## src/hw/rtl/dac_ram.sv

```systemverilog
// ---------------------------------------------------------------------------
// Generic RAM
// One write port, one read port, registered read data.
// ---------------------------------------------------------------------------
module dac_ram #(
  parameter int unsigned WIDTH = 8,
  parameter int unsigned DEPTH = 16
) (
  input  logic                     clk_i,
  input  logic                     we_i,
  input  logic [$clog2(DEPTH)-1:0] waddr_i,
  input  logic [WIDTH-1:0]         wdata_i,
  input  logic [$clog2(DEPTH)-1:0] raddr_i,
  output logic [WIDTH-1:0]         rdata_o
);
  logic [WIDTH-1:0] mem_q [DEPTH];

  always_ff @(posedge clk_i) begin
    if (we_i) mem_q[waddr_i] <= wdata_i;
    rdata_o <= mem_q[raddr_i];
  end
endmodule

```

## config.mk

```make
export PLATFORM = sky130hd
export DESIGN_NAME = dac_ram
export DESIGN_NICKNAME = d
export VERILOG_FILES = /design/src/hw/rtl/dac_ram.sv
export SDC_FILE = /design/constraint.sdc
export NUM_CORES = 1
export LEC_CHECK = 0
export BUFFER_PORTS_ARGS = -buffer_cell sky130_fd_sc_hd__buf_2
export CAP_MARGIN = 10
export CORE_MARGIN = 2
export CORE_UTILIZATION = 52
export CTS_BUF_LIST = sky130_fd_sc_hd__clkbuf_4
export DETAILED_ROUTE_END_ITERATION = 10
export PLACE_DENSITY = 0.72
export SLEW_MARGIN = 20
export SYNTH_ARGS = -nofsm -noshare
export SYNTH_HDL_FRONTEND = slang
export SYNTH_SLANG_ARGS = --single-unit
```

## constraint.sdc

```tcl
create_clock -name clk_i -period 1.8 [get_ports clk_i]
set_input_delay 0.27 -clock clk_i [delete_from_list [all_inputs] [get_ports clk_i]]
set_output_delay 0.27 -clock clk_i [all_outputs]
set_load 0.1 [all_outputs]
```

* After elaboration in Yosys (flattened, before gate mapping)
Memories as Yosys holds them, arrays and structs flattened. A register that Yosys moved wholly into a read port is not among the register bits.
Cells that the tools add are included.
** Operators by class
- Muxes and demuxes :: 2
** Operators by type and width (count)
- $mux 1 :: 2
** Storage, ports and cells
- Logic and storage cells :: 3
- Memory bits (writable) :: 128
- Output and inout bits :: 8
- Bits of input ports :: 18
- Memories kept :: 1
- Flip-flop bits (word level) :: 0
** Memory list
- mem_q :: depth 16, bits a word 8, read ports 1, clocked after memory_dff 1, write ports 1, RTL line 16 : logic [WIDTH-1:0] mem_q [DEPTH];

* Longest topological paths before layout
- Depth in word-level cells :: 2
- Mapped depth :: 5
- Mapped depth without buffers :: 3

* Least setup slack after synthesis
No wires, ideal clock.
- Kind :: input port to flip-flop
- Start :: input waddr_i[2]
- End :: memory mem_q[0][0] (enable)
- Path buffers :: 0
- Arrival time :: 1.380 ns
- Library setup time :: 0.383 ns
- Data required time :: 1.417 ns
- Stages on the path :: 2
- Path slack :: 0.037 ns
- Cell sequence :: or3b_2 -> nor3_1
** RTL lines
- start: declaration :: RTL line 11 : input logic [$clog2(DEPTH)-1:0] waddr_i,
- end: declaration :: RTL line 16
No word-level cell before the write port.

* Worst setup path after layout
- Start :: register rdata_o[7], read port of mem_q
- End :: output rdata_o[7]
** RTL lines
- start: declaration :: RTL line 14 : output logic [WIDTH-1:0] rdata_o
No word-level cell between the ends.

==> summary by stage <==
Run status
The run finished with clean final reports.

CTS
The CTS tree is yes. Hold repair after CTS inserted 0 buffers. The root buffer cell chosen for the clock tree is clkbuf_4.

The worst-skew pair later-pin latency is 0.50 ns. The number of setup buffers added after CTS is 0. The number of sinks handled by clock tree synthesis is 136. The number of H-tree levels is 4. The number of clock buffers added by TritonCTS is 17. The clock input transition at the sequential cells of the worst setup and hold paths is 0.11 ns. The number of gates resized after CTS was 0. The maximum buffer depth of the clock tree is 2.

Worst setup path
Data on the critical path is required at its endpoint by 1.53 ns. STA classifies the critical path endpoint as an output pin. The startpoint type of the worst setup path is a flop. The cell type group with the largest total delay on the critical path is buffers and inverters. In this run the worst path has a maximum fanout of 1. The buffering stage count on the worst path with inverters included is 1. The critical path goes through buf_2. For this run, the slowest stage of the critical path takes 0.44 ns. Data arrives at the worst endpoint at 1.31 ns.

The setup slack of the worst register-to-register path is 0.42 ns. On the critical path, the stage with the largest delay is an instance of buf_2. The type of the worst setup path is flop to output pin.

Yosys
The dominant combinational cell family by area after synthesis is multiplexers. Synthesis produced 229 cells. The total of flip-flops plus latches after synthesis is 136. The share of the synthesized area in compound gates (AO/OA/AOI/OAI) was 0.0233. The count of different cell masters after synthesis is 19.

Of the post-synthesis cell area, the dominant cell type holds 0.747. Of the total synthesized cell area, the portion taken by full adders, half adders and majority gates is 0. Of the total synthesized cell area, the portion taken by XOR and XNOR cells is 0. After synthesis, the share of cell area in mux cells is 0.150. The sequential cell area fraction in the yosys report is 0.778. The number of nets in the synthesized netlist is 247. The average cell area after synthesis is 22.5 sq um.

By area the synthesized netlist is led by edfxtp_1, mux4_2, mux4_1, dfxtp_1, a22oi_1. The number of warning messages in the yosys log is 0. Of all cell types, the one taking the most synthesized area is edfxtp_1. The cell area after synthesis is 5150 sq um. Of the total synthesized cell area, the portion taken by AND, OR, NAND and NOR gates is 0.0318.

Min path
The min-delay analysis places its worst path in the category input pin to flop.

Pwr
The switching power is 1390 uW. Of the total power, the share spent switching nets is 0.214. The power density over the cells is 1090 nW/um^2. The part of the total power dissipated in combinational logic is 0.074. Internal power comes to 5090 uW.

For this design the static power due to leakage is 0.00202 uW. The part of the power in registers is 0.549. The maximum vdd ir drop is 0.459 mV. The clock share of power is 0.378.

GRT
The number of global-route vias before repair was 2466. The initial antenna violation count is 0. The first global-routing pass estimated 13.8 mm of wire. In the global route stage, overall resource usage came out at 0.191.

The sum of overflow across all layers after global routing is 0. The maximum number of pins on one net before global-route repair is 33.

Floorplanning
The die outline width is 103 um. The row count is 36. The initial utilization of the core area, before any placement, comes to 0.532. The area of the core is 9680 sq um.

In this run the count of I/O pins placed on the die edge is 26. The die is 103 um tall. The floorplan step defined a die boundary enclosing 10700 sq um.

Final layout
The layout overhead on the synthesized area is 15.2%. The antenna diode count is 0. The count of filler cells inserted in the layout is 683. The final net count is 304. The area taken by flip-flops and latches is 4000 sq um. The finished cells cover 5930 sq um.

In the final layout, the share of cells above drive strength 1 is 0.328. The multi-input combinational cells in the finished layout cover a total of 1060 sq um.

Route
In the routed design, unresolved DRC markers number 0. The post-route antenna net violation count is 0. The final routed wirelength across all metal layers is 9.17 mm. For this block, the initial DRC count from the detailed router was 184. The detailed-router iteration count before antenna repair is 7.

In the routed layout, each cell is associated on average with a via count of 5.60. The overall via count from detail_route is 2421. The detailed-route wire length per cell is 21.2 um.

Place
The HPWL reported at the end of detailed placement is 5.87 mm. OpenSTA, run right after detailed placement, puts the worst setup slack at 0.0371 ns. In this run the cell area measured after placement is 5560 sq um. The congestion estimate from routability-driven global placement came to 0.701. Port buffering added 25 buffers.

Timing
The final worst-path cycle share is 0.876. The post-route setup TNS is 0 ns. The number of hold violations in the final report was 0. The slew at the pin closest to its max-slew limit is 0.491 ns. After layout, the worst setup slack is 0.223 ns. The final-report setup violation count is 0. The clock arrives with 0.0126 ns of skew. Setup repair after global routing left no endpoint under its margin. The worst slew margin relative to its limit is 0.675. The minimum clock period after layout is 1.58 ns. The highest clock frequency the design can meet is 0.634 GHz.

The final count of pins violating max slew is 0.

Job
The number of maximum-capacitance violations is 0.
[power by group through the flow]
stage / logic [uW] / registers (uW) / clock network, uW
6_report: 479 / 3550 / 2450
5_1_grt: 510 / 3560 / 2630
4_1_cts: 487 / 3560 / 2490
3_5_place_dp: 486 / 3630 / 0
3_3_place_gp: 477 / 3620 / 0
2_1_floorplan: 180 / 3780 / 0
[synthesized netlist by cell type]
cell             number
buf_6                 3
nor2_1               13
a22oi_1              16
and2_1                1
nor2b_1               1
nand3_1               1
mux4_1               14
or3b_2                1
buf_2                 3
nand3b_1              2
edfxtp_1            128
nor3_1                4
nand2b_1              2
dfxtp_1               8
and2b_1               1
nand2_1               9
buf_4                 1
mux4_2               18
clkdlybuf4s25_2       3
[layer usage]
| metal | vias up | part of all wire | GRT usage |
|---|---|---|---|
| li1 | 1093 | - | - |
| met1 | 1260 | 0.43 | 0.255 |
| met2 | 61 | 0.51 | 0.307 |
| met3 | 7 | 0.041 | 0.0524 |
| met4 | 0 | 0.0096 | 0.0688 |
| met5 | - | 0 | 0 |
[placed cells by master, fill, tap and decap left out]
cell	instances
nand3_1	1
nor2b_1	1
a22oi_1	16
nand2b_1	2
and2b_1	1
nor3_1	4
nand2_1	9
clkinv_1	1
clkbuf_4	19
nand3b_1	2
buf_2	25
clkinv_2	2
or3b_2	1
edfxtp_1	128
buf_4	20
clkinv_4	2
dfxtp_1	8
buf_12	3
mux4_2	18
bufinv_16	6
clkinvlp_4	2
and2_1	1
nor2_1	13
mux4_1	14
[flip-flops by register name, indices dropped and copies added (netlist names)]
name	cells
rdata_o	8
mem_q	128
[cells by family (layout without fill, tap and decap cells)]
kind of cell	after synthesis	after routing
buffers and inverters	10	80
and+or+nand+nor	35	35
muxes	32	32
DFF	136	136
AOI/OAI and AO/OA	16	16
[path summary, 6_finish.rpt]
| check | cells past startpoint | startpoint | end |
|---|---|---|---|
| setup / recovery | 1 | rdata_o[7] | rdata_o[7] |
| hold / removal | 1 | wdata_i[6] | mem_q[0][6] |
| setup reg to reg | 3 | mem_q[1][0] | rdata_o[0] |
| hold reg to reg | 3 | mem_q[14][2] | rdata_o[2] |
[cell type report]
cell class	instances	share of cell area
Clock inverter	13	0.0382
Clock buffer	19	0.0240
Tap cell	133	0.0281
Timing Repair Buffer	48	0.0565
Sequential cell	136	0.675
Multi-Input combinational cell	83	0.178
[through the flow]
stage / cells / util / power [uW] / hold slack (ns)
final: 432 / 0.613 / 6480 / 0.134
after global routing: 432 / 0.613 / 6700 / 0.0892
after CTS: 432 / 0.613 / 6540 / 0.0795
after detailed placement: 400 / 0.574 / 4110 / 0.660
after global placement: 400 / 0.574 / 4100 / 0.644
after floorplan: 229 / - / 3960 / 0.369
Note: power is estimated with default switching activity, not from simulation.
